--- src/rtl/gbe_pkg.sv ---
// Shared constants and types of the glyph bitmap expander.
`default_nettype none
package gbe_pkg;

    // Defaults for the top level parameters
    localparam int MAX_GLYPH_DIM_DEF = 64;
    localparam int COORD_BITS_DEF    = 9;

    // One glyph byte carries this many pixels, leftmost at the MSB
    localparam int       BYTE_PIXELS = 8;
    localparam int       PIX_IDX_W   = $clog2(BYTE_PIXELS);
    localparam bit [7:0] MSB_PIXEL   = 8'h80;

    // Reset size of the latched glyph
    localparam bit [6:0] RST_WIDTH  = 7'd8;
    localparam bit [6:0] RST_HEIGHT = 7'd1;

    // Per-byte control handed from the position walker to the emitter
    typedef struct packed {
        logic [BYTE_PIXELS-1:0] emit_mask;  // pixels that produce a write
        logic [BYTE_PIXELS-1:0] bits;       // glyph bits, one = foreground
        logic                   done;       // final byte of the glyph
    } t_byte_job;

endpackage
`default_nettype wire

--- src/rtl/gbe_if.sv ---
// Valid/ready channel interfaces for glyph bytes in and pixel writes out.
`default_nettype none
interface gbe_glyph_if #(
    parameter int COORD_BITS = 9
);
    logic                  valid;
    logic                  ready;
    logic [7:0]            glyph_byte;
    logic                  first_byte;
    logic [COORD_BITS-1:0] origin_x;
    logic [COORD_BITS-1:0] origin_y;
    logic [6:0]            glyph_width;
    logic [6:0]            glyph_height;
    logic [15:0]           fore_color;
    logic [15:0]           back_color;
    logic                  transparent_bg;

    modport source (
        output valid, glyph_byte, first_byte, origin_x, origin_y, glyph_width,
               glyph_height, fore_color, back_color, transparent_bg,
        input  ready
    );
    modport sink (
        input  valid, glyph_byte, first_byte, origin_x, origin_y, glyph_width,
               glyph_height, fore_color, back_color, transparent_bg,
        output ready
    );
endinterface

interface gbe_pixel_if #(
    parameter int COORD_BITS = 9
);
    logic                  valid;
    logic                  ready;
    logic [COORD_BITS-1:0] pixel_x;
    logic [COORD_BITS-1:0] pixel_y;
    logic [15:0]           pixel_color;
    logic                  last_of_byte;
    logic                  glyph_done;

    modport source (
        output valid, pixel_x, pixel_y, pixel_color, last_of_byte, glyph_done,
        input  ready
    );
    modport sink (
        input  valid, pixel_x, pixel_y, pixel_color, last_of_byte, glyph_done,
        output ready
    );
endinterface
`default_nettype wire

--- src/rtl/gbe_walk.sv ---
// Glyph state latch and row/column walker: places each accepted byte on screen.
`default_nettype none
module gbe_walk #(
    parameter int MAX_GLYPH_DIM = gbe_pkg::MAX_GLYPH_DIM_DEF,
    parameter int COORD_BITS    = gbe_pkg::COORD_BITS_DEF
) (
    input  wire logic                  i_clk,
    input  wire logic                  i_rst_n,
    input  wire logic                  i_accept,
    input  wire logic [7:0]            i_glyph_byte,
    input  wire logic                  i_first_byte,
    input  wire logic [COORD_BITS-1:0] i_origin_x,
    input  wire logic [COORD_BITS-1:0] i_origin_y,
    input  wire logic [6:0]            i_glyph_width,
    input  wire logic [6:0]            i_glyph_height,
    input  wire logic [15:0]           i_fore_color,
    input  wire logic [15:0]           i_back_color,
    input  wire logic                  i_transparent_bg,
    output gbe_pkg::t_byte_job         o_job,
    output logic      [COORD_BITS-1:0] o_x0,
    output logic      [COORD_BITS-1:0] o_y,
    output logic      [15:0]           o_fg,
    output logic      [15:0]           o_bg
);
    import gbe_pkg::*;

    // Offset/size width: holds the largest size plus one byte of pixels
    localparam int DIM_W = ($clog2(MAX_GLYPH_DIM + 1) > 7) ?
                           $clog2(MAX_GLYPH_DIM + 1) : 7;
    localparam int EW    = DIM_W + 1;
    localparam int LIM_W = MAX_GLYPH_DIM - (MAX_GLYPH_DIM % BYTE_PIXELS);
    localparam int LIM_H = MAX_GLYPH_DIM;

    logic [COORD_BITS-1:0] r_base_x, r_base_y;
    logic [6:0]            r_width, r_height;
    logic [15:0]           r_fg, r_bg;
    logic                  r_trans;
    logic [EW-1:0]         r_col, r_row;

    logic [COORD_BITS-1:0] s_bx, s_by;
    logic [6:0]            s_w_in, s_h_in;
    logic [15:0]           s_fg, s_bg;
    logic                  s_trans;
    logic [EW-1:0]         s_w, s_h, s_col, s_row, s_col8, s_row1;
    logic [EW-1:0]         n_col, n_row;

    // Pick the new glyph's fields on a first byte, else the latched ones
    always_comb begin
        s_bx    = i_first_byte ? i_origin_x       : r_base_x;
        s_by    = i_first_byte ? i_origin_y       : r_base_y;
        s_w_in  = i_first_byte ? i_glyph_width    : r_width;
        s_h_in  = i_first_byte ? i_glyph_height   : r_height;
        s_fg    = i_first_byte ? i_fore_color     : r_fg;
        s_bg    = i_first_byte ? i_back_color     : r_bg;
        s_trans = i_first_byte ? i_transparent_bg : r_trans;
    end

    // Clamp size: width rounded down to whole bytes, both saturated
    always_comb begin
        s_w = EW'({s_w_in[6:3], 3'b000});
        if (s_w > EW'(LIM_W)) s_w = EW'(LIM_W);
        if (s_w < EW'(BYTE_PIXELS)) s_w = EW'(BYTE_PIXELS);
        s_h = EW'(s_h_in);
        if (s_h > EW'(LIM_H)) s_h = EW'(LIM_H);
        if (s_h == '0) s_h = EW'(1);
    end

    // Current position, restarted on a new glyph or when out of range
    always_comb begin
        s_col = i_first_byte ? '0 : r_col;
        s_row = i_first_byte ? '0 : r_row;
        if (s_col >= s_w) s_col = '0;
        if (s_row >= s_h) s_row = '0;
        s_col8 = s_col + EW'(BYTE_PIXELS);
        s_row1 = s_row + EW'(1);
    end

    // Advance one byte, wrap to the next row and back to the top
    always_comb begin
        n_col = s_col8;
        n_row = s_row;
        if (s_col8 >= s_w) begin
            n_col = '0;
            n_row = (s_row1 >= s_h) ? '0 : s_row1;
        end
    end

    // Byte job for the emitter
    always_comb begin
        o_job.emit_mask = s_trans ? i_glyph_byte : '1;
        o_job.bits      = i_glyph_byte;
        o_job.done      = (s_col8 >= s_w) && (s_row1 >= s_h);
        o_x0            = s_bx + COORD_BITS'(s_col);
        o_y             = s_by + COORD_BITS'(s_row);
        o_fg            = s_fg;
        o_bg            = s_bg;
    end

    // Hold glyph state, update on every accepted word
    always_ff @(posedge i_clk) begin
        if (!i_rst_n) begin
            r_base_x <= '0;
            r_base_y <= '0;
            r_width  <= RST_WIDTH;
            r_height <= RST_HEIGHT;
            r_fg     <= '0;
            r_bg     <= '0;
            r_trans  <= 1'b0;
            r_col    <= '0;
            r_row    <= '0;
        end else if (i_accept) begin
            r_base_x <= s_bx;
            r_base_y <= s_by;
            r_width  <= s_w_in;
            r_height <= s_h_in;
            r_fg     <= s_fg;
            r_bg     <= s_bg;
            r_trans  <= s_trans;
            r_col    <= n_col;
            r_row    <= n_row;
        end
    end

endmodule
`default_nettype wire

--- src/rtl/glyph_bitmap_expander.sv ---
// Top level: glyph byte stream in, one pixel write per word out.
//
//   channel   dir  word
//   i_glyph   in   glyph byte, first-byte flag, origin, size, colors, mode
//   o_pixel   out  pixel x/y, color, last-of-byte, glyph-done
//
// A byte is placed on screen in the cycle it is accepted and held in a byte
// register; the emitter then sends one pixel per cycle through the output
// register while it is not stalled; a byte produces 0..8 pixels (eight in
// opaque mode). The next byte is taken in the cycle the last pixel leaves the
// byte register, and at once when a byte gives no pixel. A stalled output
// holds the byte register. Reset is synchronous and needs no clearing pass.
`default_nettype none
module glyph_bitmap_expander #(
    parameter int MAX_GLYPH_DIM = gbe_pkg::MAX_GLYPH_DIM_DEF,
    parameter int COORD_BITS    = gbe_pkg::COORD_BITS_DEF
) (
    input  wire logic   i_clk,
    input  wire logic   i_rst_n,
    gbe_glyph_if.sink   i_glyph,
    gbe_pixel_if.source o_pixel
);
    import gbe_pkg::*;

    t_byte_job             s_job;
    logic [COORD_BITS-1:0] s_x0, s_y;
    logic [15:0]           s_fg, s_bg;
    logic                  s_accept;

    logic [BYTE_PIXELS-1:0] r_mask, r_bits;
    logic [COORD_BITS-1:0]  r_x0, r_y;
    logic [15:0]            r_fg, r_bg;
    logic                   r_done;

    logic                   r_out_valid;
    logic [COORD_BITS-1:0]  r_px, r_py;
    logic [15:0]            r_color;
    logic                   r_last, r_gdone;

    logic [PIX_IDX_W-1:0]   s_idx;
    logic [BYTE_PIXELS-1:0] s_sel, s_rest;
    logic                   s_found, s_fire, s_last;

    gbe_walk #(
        .MAX_GLYPH_DIM (MAX_GLYPH_DIM),
        .COORD_BITS    (COORD_BITS)
    ) u_walk (
        .i_clk            (i_clk),
        .i_rst_n          (i_rst_n),
        .i_accept         (s_accept),
        .i_glyph_byte     (i_glyph.glyph_byte),
        .i_first_byte     (i_glyph.first_byte),
        .i_origin_x       (i_glyph.origin_x),
        .i_origin_y       (i_glyph.origin_y),
        .i_glyph_width    (i_glyph.glyph_width),
        .i_glyph_height   (i_glyph.glyph_height),
        .i_fore_color     (i_glyph.fore_color),
        .i_back_color     (i_glyph.back_color),
        .i_transparent_bg (i_glyph.transparent_bg),
        .o_job            (s_job),
        .o_x0             (s_x0),
        .o_y              (s_y),
        .o_fg             (s_fg),
        .o_bg             (s_bg)
    );

    // Find the leftmost pixel still to emit
    always_comb begin
        s_idx   = '0;
        s_found = 1'b0;
        for (int i = 0; i < BYTE_PIXELS; i++) begin
            if (!s_found && r_mask[BYTE_PIXELS-1-i]) begin
                s_idx   = PIX_IDX_W'(i);
                s_found = 1'b1;
            end
        end
        s_sel  = MSB_PIXEL >> s_idx;
        s_rest = r_mask & ~s_sel;
        s_last = (s_rest == '0);
    end

    // Emit when a pixel waits and the output register is free or draining
    assign s_fire   = s_found && (!r_out_valid || o_pixel.ready);
    assign i_glyph.ready = !s_found || (s_fire && s_last);
    assign s_accept = i_glyph.valid && i_glyph.ready;

    // Byte register: load on accept, drop emitted pixels
    always_ff @(posedge i_clk) begin
        if (!i_rst_n) begin
            r_mask <= '0;
        end else if (s_accept) begin
            r_mask <= s_job.emit_mask;
        end else if (s_fire) begin
            r_mask <= s_rest;
        end
    end

    always_ff @(posedge i_clk) begin
        if (s_accept) begin
            r_bits <= s_job.bits;
            r_done <= s_job.done;
            r_x0   <= s_x0;
            r_y    <= s_y;
            r_fg   <= s_fg;
            r_bg   <= s_bg;
        end
    end

    // Output register
    always_ff @(posedge i_clk) begin
        if (!i_rst_n) begin
            r_out_valid <= 1'b0;
        end else if (s_fire) begin
            r_out_valid <= 1'b1;
        end else if (o_pixel.ready) begin
            r_out_valid <= 1'b0;
        end
    end

    always_ff @(posedge i_clk) begin
        if (s_fire) begin
            r_px    <= r_x0 + COORD_BITS'(s_idx);
            r_py    <= r_y;
            r_color <= ((r_bits & s_sel) != '0) ? r_fg : r_bg;
            r_last  <= s_last;
            r_gdone <= r_done;
        end
    end

    assign o_pixel.valid        = r_out_valid;
    assign o_pixel.pixel_x      = r_px;
    assign o_pixel.pixel_y      = r_py;
    assign o_pixel.pixel_color  = r_color;
    assign o_pixel.last_of_byte = r_last;
    assign o_pixel.glyph_done   = r_gdone;

endmodule
`default_nettype wire

--- src/flat_wrapper.sv ---
// flat-port wrapper written by rule: the top's interface ports become plain ports
module glyph_bitmap_expander_flat import gbe_pkg::*;
#(
    parameter int MAX_GLYPH_DIM = gbe_pkg::MAX_GLYPH_DIM_DEF,
    parameter int COORD_BITS    = gbe_pkg::COORD_BITS_DEF
)
  (i_clk, i_rst_n, i_glyph_valid, i_glyph_glyph_byte, i_glyph_first_byte, i_glyph_origin_x, i_glyph_origin_y, i_glyph_glyph_width, i_glyph_glyph_height, i_glyph_fore_color, i_glyph_back_color, i_glyph_transparent_bg, i_glyph_ready, o_pixel_valid, o_pixel_pixel_x, o_pixel_pixel_y, o_pixel_pixel_color, o_pixel_last_of_byte, o_pixel_glyph_done, o_pixel_ready);
  gbe_glyph_if #(.COORD_BITS(COORD_BITS)) i_glyph_i ();
  gbe_pixel_if #(.COORD_BITS(COORD_BITS)) o_pixel_i ();
  input  wire logic i_clk;
  input  wire logic i_rst_n;
  input wire logic [$bits(i_glyph_i.valid)-1:0] i_glyph_valid;
  input wire logic [$bits(i_glyph_i.glyph_byte)-1:0] i_glyph_glyph_byte;
  input wire logic [$bits(i_glyph_i.first_byte)-1:0] i_glyph_first_byte;
  input wire logic [$bits(i_glyph_i.origin_x)-1:0] i_glyph_origin_x;
  input wire logic [$bits(i_glyph_i.origin_y)-1:0] i_glyph_origin_y;
  input wire logic [$bits(i_glyph_i.glyph_width)-1:0] i_glyph_glyph_width;
  input wire logic [$bits(i_glyph_i.glyph_height)-1:0] i_glyph_glyph_height;
  input wire logic [$bits(i_glyph_i.fore_color)-1:0] i_glyph_fore_color;
  input wire logic [$bits(i_glyph_i.back_color)-1:0] i_glyph_back_color;
  input wire logic [$bits(i_glyph_i.transparent_bg)-1:0] i_glyph_transparent_bg;
  output wire logic [$bits(i_glyph_i.ready)-1:0] i_glyph_ready;
  output wire logic [$bits(o_pixel_i.valid)-1:0] o_pixel_valid;
  output wire logic [$bits(o_pixel_i.pixel_x)-1:0] o_pixel_pixel_x;
  output wire logic [$bits(o_pixel_i.pixel_y)-1:0] o_pixel_pixel_y;
  output wire logic [$bits(o_pixel_i.pixel_color)-1:0] o_pixel_pixel_color;
  output wire logic [$bits(o_pixel_i.last_of_byte)-1:0] o_pixel_last_of_byte;
  output wire logic [$bits(o_pixel_i.glyph_done)-1:0] o_pixel_glyph_done;
  input wire logic [$bits(o_pixel_i.ready)-1:0] o_pixel_ready;
  assign i_glyph_i.valid = i_glyph_valid;
  assign i_glyph_i.glyph_byte = i_glyph_glyph_byte;
  assign i_glyph_i.first_byte = i_glyph_first_byte;
  assign i_glyph_i.origin_x = i_glyph_origin_x;
  assign i_glyph_i.origin_y = i_glyph_origin_y;
  assign i_glyph_i.glyph_width = i_glyph_glyph_width;
  assign i_glyph_i.glyph_height = i_glyph_glyph_height;
  assign i_glyph_i.fore_color = i_glyph_fore_color;
  assign i_glyph_i.back_color = i_glyph_back_color;
  assign i_glyph_i.transparent_bg = i_glyph_transparent_bg;
  assign i_glyph_ready = i_glyph_i.ready;
  assign o_pixel_valid = o_pixel_i.valid;
  assign o_pixel_pixel_x = o_pixel_i.pixel_x;
  assign o_pixel_pixel_y = o_pixel_i.pixel_y;
  assign o_pixel_pixel_color = o_pixel_i.pixel_color;
  assign o_pixel_last_of_byte = o_pixel_i.last_of_byte;
  assign o_pixel_glyph_done = o_pixel_i.glyph_done;
  assign o_pixel_i.ready = o_pixel_ready;
  glyph_bitmap_expander #(.MAX_GLYPH_DIM(MAX_GLYPH_DIM), .COORD_BITS(COORD_BITS)) u_core (.i_clk(i_clk), .i_rst_n(i_rst_n), .i_glyph(i_glyph_i), .o_pixel(o_pixel_i));
endmodule
--- config.mk ---
export PLATFORM = sky130hd
export DESIGN_NAME = glyph_bitmap_expander_flat
export DESIGN_NICKNAME = d
export VERILOG_FILES = /design/src/rtl/gbe_pkg.sv /design/src/rtl/gbe_if.sv /design/src/rtl/gbe_walk.sv /design/src/rtl/glyph_bitmap_expander.sv /design/src/flat_wrapper.sv
export SDC_FILE = /design/constraint.sdc
export NUM_CORES = 1
export LEC_CHECK = 0
export ABC_CLOCK_PERIOD_IN_PS = 9970
export BUFFER_PORTS_ARGS = -buffer_cell sky130_fd_sc_hd__buf_2
export CORE_MARGIN = 4
export CORE_UTILIZATION = 40
export CTS_CLUSTER_DIAMETER = 40
export DETAILED_ROUTE_END_ITERATION = 10
export GPL_TIMING_DRIVEN = 0
export HOLD_SLACK_MARGIN = 0.06
export PLACE_DENSITY_LB_ADDON = 0.15
export SLEW_MARGIN = 0
export SYNTH_ARGS = -nofsm -noshare
export SYNTH_HDL_FRONTEND = slang
export SYNTH_SLANG_ARGS = --single-unit
--- constraint.sdc ---
create_clock -name i_clk -period 9.97 [get_ports i_clk]
set_input_delay 2.991 -clock i_clk [delete_from_list [all_inputs] [get_ports i_clk]]
set_output_delay 2.991 -clock i_clk [all_outputs]
set_load 0.01 [all_outputs]
== Word level (Yosys, flattened, before mapping) ==
Index checks and enable logic that the tools add are counted.

* Add/sub/neg operators: 5
* $lt $le $gt $ge: 7
* Shift-type cells: 1
* Mux-type cells: 39
* Bitwise logic cells: 3
* Reductions and logical operators: 28

{| class="wikitable"
|+ Operators by type and width
! kind !! count
|-
| 8-bit 2-to-1 mux || 12
|-
| 16-bit 2-to-1 mux || 3
|-
| 8-bit >= comparator || 4
|-
| 7-bit 2-to-1 mux || 4
|-
| 9-bit by 8-bit adder with 9-bit output || 2
|-
| 9-bit 2-to-1 mux || 2
|-
| 8-bit bitwise AND || 2
|-
| 8-bit logical NOT || 2
|-
| 7-bit greater-than comparator (second input constant) || 2
|-
| 1-bit 2-to-1 mux || 12
|-
| 3-bit 2-to-1 mux || 4
|-
| 1-bit logical AND || 11
|-
| 9-bit by 3-bit adder with 9-bit output || 1
|-
| 1-bit logical NOT || 9
|-
| 8-bit by 1-bit adder with 8-bit output (second input constant) || 1
|-
| 8-bit by 4-bit adder with 8-bit output (second input constant) || 1
|-
| 8-bit by 4-bit < comparator with 1-bit output (second input constant) || 1
|-
| 8-bit inverter || 1
|-
| 8-bit nonzero test || 1
|-
| 8-bit by 3-bit >> shifter with 8-bit output (first input constant) || 1
|-
| 2-bit 2-to-1 mux || 2
|-
| 2-bit nonzero test || 2
|-
| 1-bit logical OR || 2
|-
| 2-bit AND reduction || 1
|}

* Register bits after elaboration: 185
* Bits of input ports: 78
* Word-level logic and storage cells: 106

== Depth between registers and ports, before layout ==
Gate-level depths: netlist (run 1).

* Depth in word-level cells: 30
* Depth in mapped cells: 25

== Cells and area by module ==
Synthesis (run 1) repeated with hierarchy kept, for this count alone.

* Cells, all modules: 802
* Area, all modules: 9326.4 um^2

{| class="wikitable"
|+ Modules (own cells, without submodules)
! module !! instances !! cells an instance !! area an instance (um^2) !! seq. area each (um^2)
|-
| gbe_walk || 1 || 572 || 5320.1 || 1561.5
|-
| glyph_bitmap_expander || 1 || 230 || 4006.3 || 3032.9
|}

== Worst setup path before layout (run 1) ==
Ideal clock, no wire load.

* Kind: input port to flip-flop
* Start: input i_glyph_first_byte
* End: register u_core.u_walk.r_row[0]
* Library setup time: 0.092 ns
* Arrival: 8.072 ns
* Data required time: 9.878 ns
* Setup slack: 1.806 ns
* Stages: 23
* Cells stage by stage: buf_2 -> buf_2 -> buf_2 -> buf_1 -> mux2_2 -> nand2_1 -> ha_1 -> a211oi_1 -> o21ai_1 -> a2111oi_0 -> nand2_1 -> inv_1 -> ha_1 -> and3_1 -> and3_1 -> xnor2_1 -> ha_1 -> a2111oi_0 -> o21ai_0 -> and2_1 -> nor3_1 -> nand2_1 -> o32ai_1

* Longest elaborated chain between the ends: 11
* Elaborated cells on any way between the ends: 22

{| class="wikitable"
|+ Ends and longest elaborated chain
! element !! RTL line !! source
|-
| start, declared || flat_wrapper.sv:14 || <nowiki>input wire logic [$bits(i_glyph_i.first_byte)-1:0] i_glyph_first_byte;</nowiki>
|-
| branches (longest 10 deep; another with 8-bit by 4-bit < comparator with 1-bit output) || n/a ||
|-
| 8-bit 2-to-1 mux * || gbe_walk.sv:82 || <nowiki>if (s_col8 >= s_w) begin</nowiki>
|-
| end signal, assigned || gbe_walk.sv:120 || <nowiki>r_row <= n_row;</nowiki>
|-
| end, declared || gbe_walk.sv:38 || <nowiki>logic [EW-1:0] r_col, r_row;</nowiki>
|}

Mark *: on every way between the ends.
A chain may end at the register's enable or synchronous reset.

== Final worst setup path (run 1) ==
Ends and elaborated chain as after synthesis.

==> flow_metrics.py, run 1 <==
metrics = {
    "synthesis": {
        "synth-edff-count": 95,
        "ys_top_cells_by_area": "edfxtp_1 31%, dfxtp_1 19%, mux2_2 7.2%",
        "synth_cells": 862,
        "synth-seq-cells": 182,
        "synthFlopType": "edfxtp_1",
        "mappedNetlistArea_um2": 9270,
        "ys_seq_area_frac": 0.4956,
        "yosysWarnings": 0,
        "synth_top_cell_area_share": 0.3077,
        "synthMostInstantiatedCell": "nand2_1",
        "synth_top_area_cell": "edfxtp_1",
        "ys_types": 65,
        "synthTopCellsByCount": "140 x nand2_1, 95 x edfxtp_1, 87 x dfxtp_1",
        "syn_area_per_cell_um2": 10.75,
        "async_reset_ff_frac": 0,
    },
    "floorplanning": {
        "dieWidth_um": 160.2,
        "chipHeight_um": 160.2,
        "ioPinCount": 116,
        "die-area_um2": 25680,
        "rows": 55,
        "coreArea_um2": 22710,
        "start_util": 0.4082,
    },
    "power_and_ir_drop": {
        "vdd_ir_drop_max_mv": 0.1786,
        "total_leakage_power_nw": 4.462,
        "power_density_nw_per_um2": 329.9,
    },
    "clocking": {
        "htreeDepth": 4,
        "cts_tree": "done",
        "ctsResizeCount": 0,
        "cts_buffers": 17,
        "insertion_delay_ps": 430,
        "root_buffer": "clkbuf_16",
        "cts_buffer_depth": 2,
        "cts.sinks": 182,
        "cts_setup_buffers": 0,
        "clk_pin_slew_ps": 70,
        "postCtsHoldBufs": 0,
    },
    "drt": {
        "viasPerCell": 5.191,
        "routedWlPerCell_um": 17.09,
        "drtAntennaViolNets": 0,
        "first_pass_iters": 4,
        "vias": 6712,
        "drtIter0Drc": 280,
        "drc": 0,
        "routed_wl_um": 22100,
    },
    "timing": {
        "clock.fmax_mhz": 107.1,
        "timing.hold.ws_ps": 424.8,
        "tns_ps": 0,
        "hold_violations": 0,
        "finalMaxSlewViolations": 0,
        "timing.final.crit_share": 0.9368,
        "min_period_ps": 9340,
        "grt_setup_unrepaired": "no",
        "setup_viol": 0,
        "worstMarginPinSlew_ps": 1114,
        "relSlewSlack": 0.2504,
        "skew_ps": 11.10,
    },
    "worst_setup_path": {
        "r2r_setup_slack_ps": 4250,
        "cp_max_fo": 10,
        "crit_chain": "buf_2 > buf_2 > buf_2 > buf_2 > buf_1 > mux2_2 > nand2_1 > ha_1 > a211oi_1 > o21ai_1 > a2111oi_0 > nand2_1 > inv_1 > ha_1 > and3_1 > and3_1 > xnor2_1 > ha_1 > a2111oi_0 > o21ai_0 > and2_1 > nor3_1 > nand2_1 > o32ai_1",
        "critPathCaptureType": "flip-flop",
        "crit_type": "in -> reg",
        "slowest_stage": "a2111oi_0",
        "required_ps": 10310,
        "crit_path_start_kind": "input pin",
        "max_stage_delay_ps": 760,
        "cp.arrival_ps": 9680,
        "path_common_cell": "buf_2",
    },
    "run": {
        "cap_viol_max_count": 0,
    },
    "grt": {
        "grt-ovfl-total": 0,
        "antenna_found_initial": 1,
        "gr-usage-all-layers": 0.1734,
        "grt_first_pass_wirelength_um": 35490,
        "grt_pass1_vias": 6598,
        "grt_max_degree": 69,
    },
    "placement": {
        "dp_hpwl_um": 16220,
        "place_congestion": 0.8540,
        "io_buffer_count": 111,
    },
    "final_layout": {
        "layout.nets": 1117,
        "area_delta_synth_final_pct": 16.95,
        "fill_cells": 2169,
        "layout-drive-gt1-share": 0.2354,
    },
    "status": {
        "outcome": "finished clean",
    },
    "worst_hold_path": {
        "worst_hold_path_type": "reg -> reg",
    },
}
## registers in the layout, summed over array words and instances, names as in the netlist, 4 cells and up
signal                      flops
u_core.u_walk.r_fg             16
u_core.u_walk.r_height          7
u_core.o_pixel.pixel_color     16
u_core.o_pixel.pixel_x          9
u_core.r_bg                    16
u_core.u_walk.r_width           4
u_core.r_bits                   8
u_core.r_mask                   8
u_core.u_walk.r_row             8
u_core.u_walk.r_col             8
u_core.r_fg                    16
u_core.o_pixel.pixel_y          9
u_core.r_x0                     9
u_core.u_walk.r_bg             16
u_core.u_walk.r_base_x          9
u_core.u_walk.r_base_y          9
u_core.r_y                      9
## cell type report
type                            count  area [um2]  area share
Tap cell                          285       356.6     0.03289
Inverter                           25       93.84    0.008656
Antenna cell                        1       2.502   0.0002308
Buffer                             43       266.5     0.02458
Multi-Input combinational cell    613        4330      0.3994
Sequential cell                   182        4594      0.4238
Timing Repair Buffer              112       583.1     0.05378
Clock inverter                     14       185.2     0.01708
Clock buffer                       18       429.2     0.03958
## stage by stage
step             util  instances  instance area, um2  power, mW  setup WS [ps]
2_1_floorplan       -        863                9274      2.413           1806
3_3_place_gp   0.4485       1259               10190      2.879          256.0
3_5_place_dp   0.4502       1260               10220      2.916          230.6
5_1_grt        0.4774       1293               10840      3.833          19.43
6_report       0.4774       1293               10840      3.576          630.3
4_1_cts        0.4773       1292               10840      3.628          656.0
## power by group
part,internal (mW),switching [mW]
Combinational,0.605,0.943
Clock,0.382,0.314
Sequential,1.22,0.113
Total,2.21,1.37
## cells by family (layout without fill, tap and decap cells)
family | count (synthesis) | count (layout) | share of synthesized area
flip-flops | 182 | 182 | 0.4956
XOR/XNOR | 28 | 28 | 0.02645
other | 1 | 3 | 0.0004045
buffers and inverters | 68 | 212 | 0.03887
adder cells (fa/ha/maj) | 47 | 47 | 0.06533
AO/OA/AOI/OAI | 176 | 176 | 0.1309
AND/OR/NAND/NOR | 271 | 271 | 0.1370
multiplexers | 89 | 89 | 0.1054
## cells in the final DEF, fill, tap and decap left out, types with 8 or more instances in the layout
master / netlist / routed
inv_1: 24 / 24
ha_1: 42 / 42
buf_6: 8 / 8
dfxtp_1: 87 / 87
xnor2_1: 18 / 18
a21boi_1: 55 / 55
edfxtp_1: 95 / 95
and2_1: 11 / 11
o21ai_0: 24 / 24
mux2i_1: 20 / 20
mux2_1: 10 / 10
nand3_1: 8 / 8
a21o_1: 8 / 8
nand2_1: 140 / 140
nor3_1: 21 / 21
buf_2: 12 / 123
clkbuf_16: 0 / 17
o21ai_1: 10 / 10
nor2b_1: 23 / 23
xor2_1: 10 / 10
clkbuf_1: 14 / 15
a21oi_1: 30 / 29
nor2_1: 32 / 32
mux2_2: 59 / 59
## worst paths after layout
check / startpoint / endpoint / cells past startpoint
worst min register to register: u_core.r_y[1]$_DFFE_PP_ / u_core.o_pixel.pixel_y[1]$_DFFE_PP_ / 0
worst min-delay path: u_core.r_y[1]$_DFFE_PP_ / u_core.o_pixel.pixel_y[1]$_DFFE_PP_ / 0
worst max register to register: u_core.u_walk.r_height[6]$_SDFFE_PN0P_ / u_core.u_walk.r_row[0]$_SDFFE_PN0P_ / 19
worst max-delay path: i_glyph_first_byte / u_core.u_walk.r_row[0]$_SDFFE_PN0P_ / 24
## metal layers
layer  global-route usage  routed length [um]  part of all wire
met1               0.2376               10530              0.48
met2               0.2825               10420              0.47
met3              0.02994                 838             0.038
met4              0.05201                 305             0.014
met5                    0                   0                 0
## critical path: cells and delay by family
kind,cells,cell delay (ps)
XOR/XNOR,1,120
AO/OA/AOI/OAI,6,1970
buffers and inverters,6,1820
multiplexers,1,410
AND/OR/NAND/NOR,7,1620
adder cells (fa/ha/maj),3,750
(Power assumes the default switching activity.)
==> run 2: changes to the inputs <==
- RECOVER_POWER: unset -> 50
- SYNTH_HIERARCHICAL: unset -> 1
==> run 2 against run 1 <==
Effect of this change:
- global-route usage is 1.3 points lower
- largest cell class unchanged
- highest routed layer unchanged
- non-clock buffer count is 4 higher
- the flow now finishes with violations (max-capacitance violations, max-slew violations)
- die area is 0.57% higher
- first-iteration DRC count is 3.2% lower
- largest power group is now registers
==> flow_metrics.py, run 2 <==
metrics = {
    "drt": {
        "viasPerCell": 4.898,
        "routed_wl_um": 20680,
        "first_pass_iters": 4,
        "drtAntennaViolNets": 0,
        "drtIter0Drc": 271,
        "routedWlPerCell_um": 16.39,
        "drc": 0,
        "vias": 6181,
    },
    "synthesis": {
        "synth-edff-count": 95,
        "synthFlopType": "edfxtp_1",
        "synthSimpleGateAreaFrac": 0.1382,
        "async_reset_ff_frac": 0,
        "synth_cells": 802,
        "mappedNetlistArea_um2": 9326,
        "yosysWarnings": 6,
        "synth_top_area_cell": "edfxtp_1",
        "synthMostInstantiatedCell": "edfxtp_1",
        "synth-compound-area-share": 0.09565,
        "synth_xor_area_frac": 0.02348,
        "syn_area_per_cell_um2": 11.63,
        "ys_types": 73,
        "synthAdderAreaFrac": 0.06627,
        "synthMuxAreaShare": 0.1501,
        "synth_top_cell_area_share": 0.3059,
        "ys_seq_area_frac": 0.4926,
        "synth_top_family_by_area": "multiplexers",
        "synthTopCellsByCount": "95 x edfxtp_1, 87 x dfxtp_1, 67 x nand2_1",
        "ys_top_cells_by_area": "edfxtp_1 31%, dfxtp_1 19%, mux2_2 7.6%",
        "synth-seq-cells": 182,
    },
    "power_and_ir_drop": {
        "power_density_nw_per_um2": 293.4,
        "p_int_mw": 2.029,
        "vdd_ir_drop_max_mv": 0.1290,
        "total_leakage_power_nw": 4.373,
        "combPwrFrac": 0.370,
        "pwr-share-seq": 0.414,
        "clkPwrFrac": 0.216,
        "power.total_mw": 3.156,
        "swShare": 0.3570,
        "p_switching_mw": 1.127,
    },
    "worst_setup_path": {
        "timing.rr.start": "u_core/u_walk/r_height[1]$_SDFFE_PN0P_",
        "crit_path_start_kind": "input pin",
        "critPathCaptureType": "flip-flop",
        "r2r_setup_slack_ps": 4320,
        "crit_type": "in -> reg",
        "r2r-end": "u_core/u_walk/r_row[6]$_SDFFE_PN0P_",
        "cp.arrival_ps": 9610,
        "required_ps": 10340,
        "rr_worst_depth": 23,
        "cp_max_fo": 10,
    },
    "placement": {
        "io_buffer_count": 112,
        "dp_hpwl_um": 15260,
        "place_congestion": 0.8429,
    },
    "grt": {
        "grt.met3_usage": 0.03285,
        "gr-usage-all-layers": 0.1599,
        "grt-busiest-layer": "met2",
        "grt_max_degree": 32,
        "grt_first_pass_wirelength_um": 32930,
        "grt-ovfl-total": 0,
        "grt_pass1_vias": 6153,
        "grt_use_met1": 0.2262,
        "grtUsageMet2": 0.2559,
        "antenna_found_initial": 0,
    },
    "timing": {
        "clock.fmax_mhz": 108.2,
        "timing.final.crit_share": 0.9272,
        "finalMaxSlewViolations": 35,
        "skew_ps": 12.24,
        "tns_ps": 0,
        "setup_viol": 0,
        "hold_violations": 0,
        "relSlewSlack": -0.7946,
        "min_period_ps": 9244,
        "worstMarginPinSlew_ps": 2658,
        "grt_setup_unrepaired": "no",
    },
    "final_layout": {
        "n_antenna_cell": 0,
        "fill_cells": 2150,
        "final_common_cell": "edfxtp_1",
        "layout-drive-gt1-share": 0.1886,
        "final_cell_mix": "95 x edfxtp_1, 87 x dfxtp_1, 74 x buf_2, 67 x nand2_1, 66 x clkbuf_1",
        "layout.nets": 1060,
        "area_delta_synth_final_pct": 15.33,
    },
    "floorplanning": {
        "rows": 55,
        "coreArea_um2": 22780,
        "ioPinCount": 116,
        "dieWidth_um": 160.7,
        "start_util": 0.4094,
        "die-area_um2": 25820,
        "chipHeight_um": 160.7,
    },
    "clocking": {
        "postCtsHoldBufs": 0,
        "cts_buffer_depth": 2,
        "cts_buffers": 17,
        "insertion_delay_ps": 430,
        "htreeDepth": 4,
        "cts_setup_buffers": 0,
        "ctsResizeCount": 0,
        "clk_pin_slew_ps": 70,
        "root_buffer": "clkbuf_16",
        "cts_tree": "done",
        "cts.sinks": 182,
    },
    "run": {
        "cap_viol_max_count": 2,
    },
    "worst_hold_path": {
        "worst_hold_path_type": "reg -> reg",
        "worstHoldEndpoint": "u_core/o_pixel.pixel_y[6]$_DFFE_PP_",
        "min_delay_path_depth": 0,
        "holdCritStartpoint": "u_core/r_y[6]$_DFFE_PP_",
    },
    "status": {
        "outcome": "finished, violations left",
        "violations": "max-capacitance violations, max-slew violations",
    },
}
==> run 2: cell count changes in the layout (fill, tap and decap cells not counted), moves of 17 or more <==
cell | before | now
clkbuf_1 | 15 | 66
mux2i_1 | 20 | 54
nor2b_1 | 23 | 64
mux2_2 | 59 | 42
a21boi_1 | 55 | 1
nand2_1 | 140 | 67
buf_2 | 123 | 74
mux2_1 | 10 | 30
==> run 2: metal layers <==
layer,wire length [um],up-vias
li1,-,3171
met1,10300,2890
met2,9510,112
met3,731,8
met4,139,0
met5,0,-
==> run 2: cell type report <==
class                           count  area, um2  area share
Buffer                             45      217.7     0.02024
Clock buffer                       18      439.2     0.04083
Clock inverter                     14      163.9     0.01524
Inverter                           17      63.81    0.005932
Multi-Input combinational cell    559       4353      0.4047
Sequential cell                   182       4594      0.4271
Tap cell                          313      391.6     0.03641
Timing Repair Buffer              114      533.0     0.04955
==> run 2: kinds of logic (layout without fill, tap and decap cells) <==
family / count (synthesis) / in the layout
simple gates: 238 / 238
flops: 182 / 182
mux: 127 / 127
compound gates: 119 / 119
buf+inv: 62 / 208
fa+ha+maj: 48 / 48
xor+xnor: 25 / 25
other cells: 1 / 2
==> run 2: critical path, cell delays in order <==
cell and delay [ps]:
buf_2 90, buf_4 170, clkbuf_1 480, clkbuf_1 530
buf_1 540, mux2i_1 160, a21oi_1 270, ha_1 270
nand2b_1 130, a31oi_1 260, o21ai_1 150, nand2b_1 160
clkbuf_1 200, nor2_1 330, ha_1 310, nand3_1 150
or2_1 260, or2_1 220, a21oi_1 190, ha_1 270
a21oi_1 150, o21ai_0 130, a211o_1 310, a41o_1 290
a2111oi_0 420, a221o_1 160
==> run 2: power by group through the flow <==
stage	logic [mW]	clock network [mW]	registers, mW
floorplan	0.886	0	1.35
global placement	1.26	0	1.33
detailed placement	1.30	0	1.32
CTS	1.31	0.699	1.31
global route	1.30	0.730	1.34
finish	1.17	0.680	1.31
==> run 2: how the worst max path moves through the flow <==
stage | start | cells past startpoint | endpoint | slack, ps
6_report | i_glyph_first_byte | 26 | u_core/u_walk/r_row[6]$_SDFFE_PN0P_ | 730
5_1_grt | i_glyph_first_byte | 26 | u_core/u_walk/r_row[4]$_SDFFE_PN0P_ | 240
2_1_floorplan | i_glyph_first_byte | 25 | u_core/u_walk/r_row[6]$_SDFFE_PN0P_ | 1840
4_1_cts | i_glyph_first_byte | 26 | u_core/u_walk/r_row[4]$_SDFFE_PN0P_ | 1000
3_5_place_dp | i_glyph_first_byte | 26 | u_core/u_walk/r_row[6]$_SDFFE_PN0P_ | 550
3_3_place_gp | i_glyph_first_byte | 26 | u_core/u_walk/r_row[4]$_SDFFE_PN0P_ | 500
==> run 2: through the flow <==
stage	instance area [um2]	utilization	setup WS (ps)	hold WS, ps	std cells
floorplan	9330	-	1839	400.3	803
global placement	10280	0.4514	498.4	401.7	1228
detailed placement	10330	0.4535	547.3	405.4	1230
CTS	10930	0.4800	1001	422.1	1262
global route	10760	0.4722	239.0	428.8	1262
finish	10760	0.4722	726.2	420.7	1262
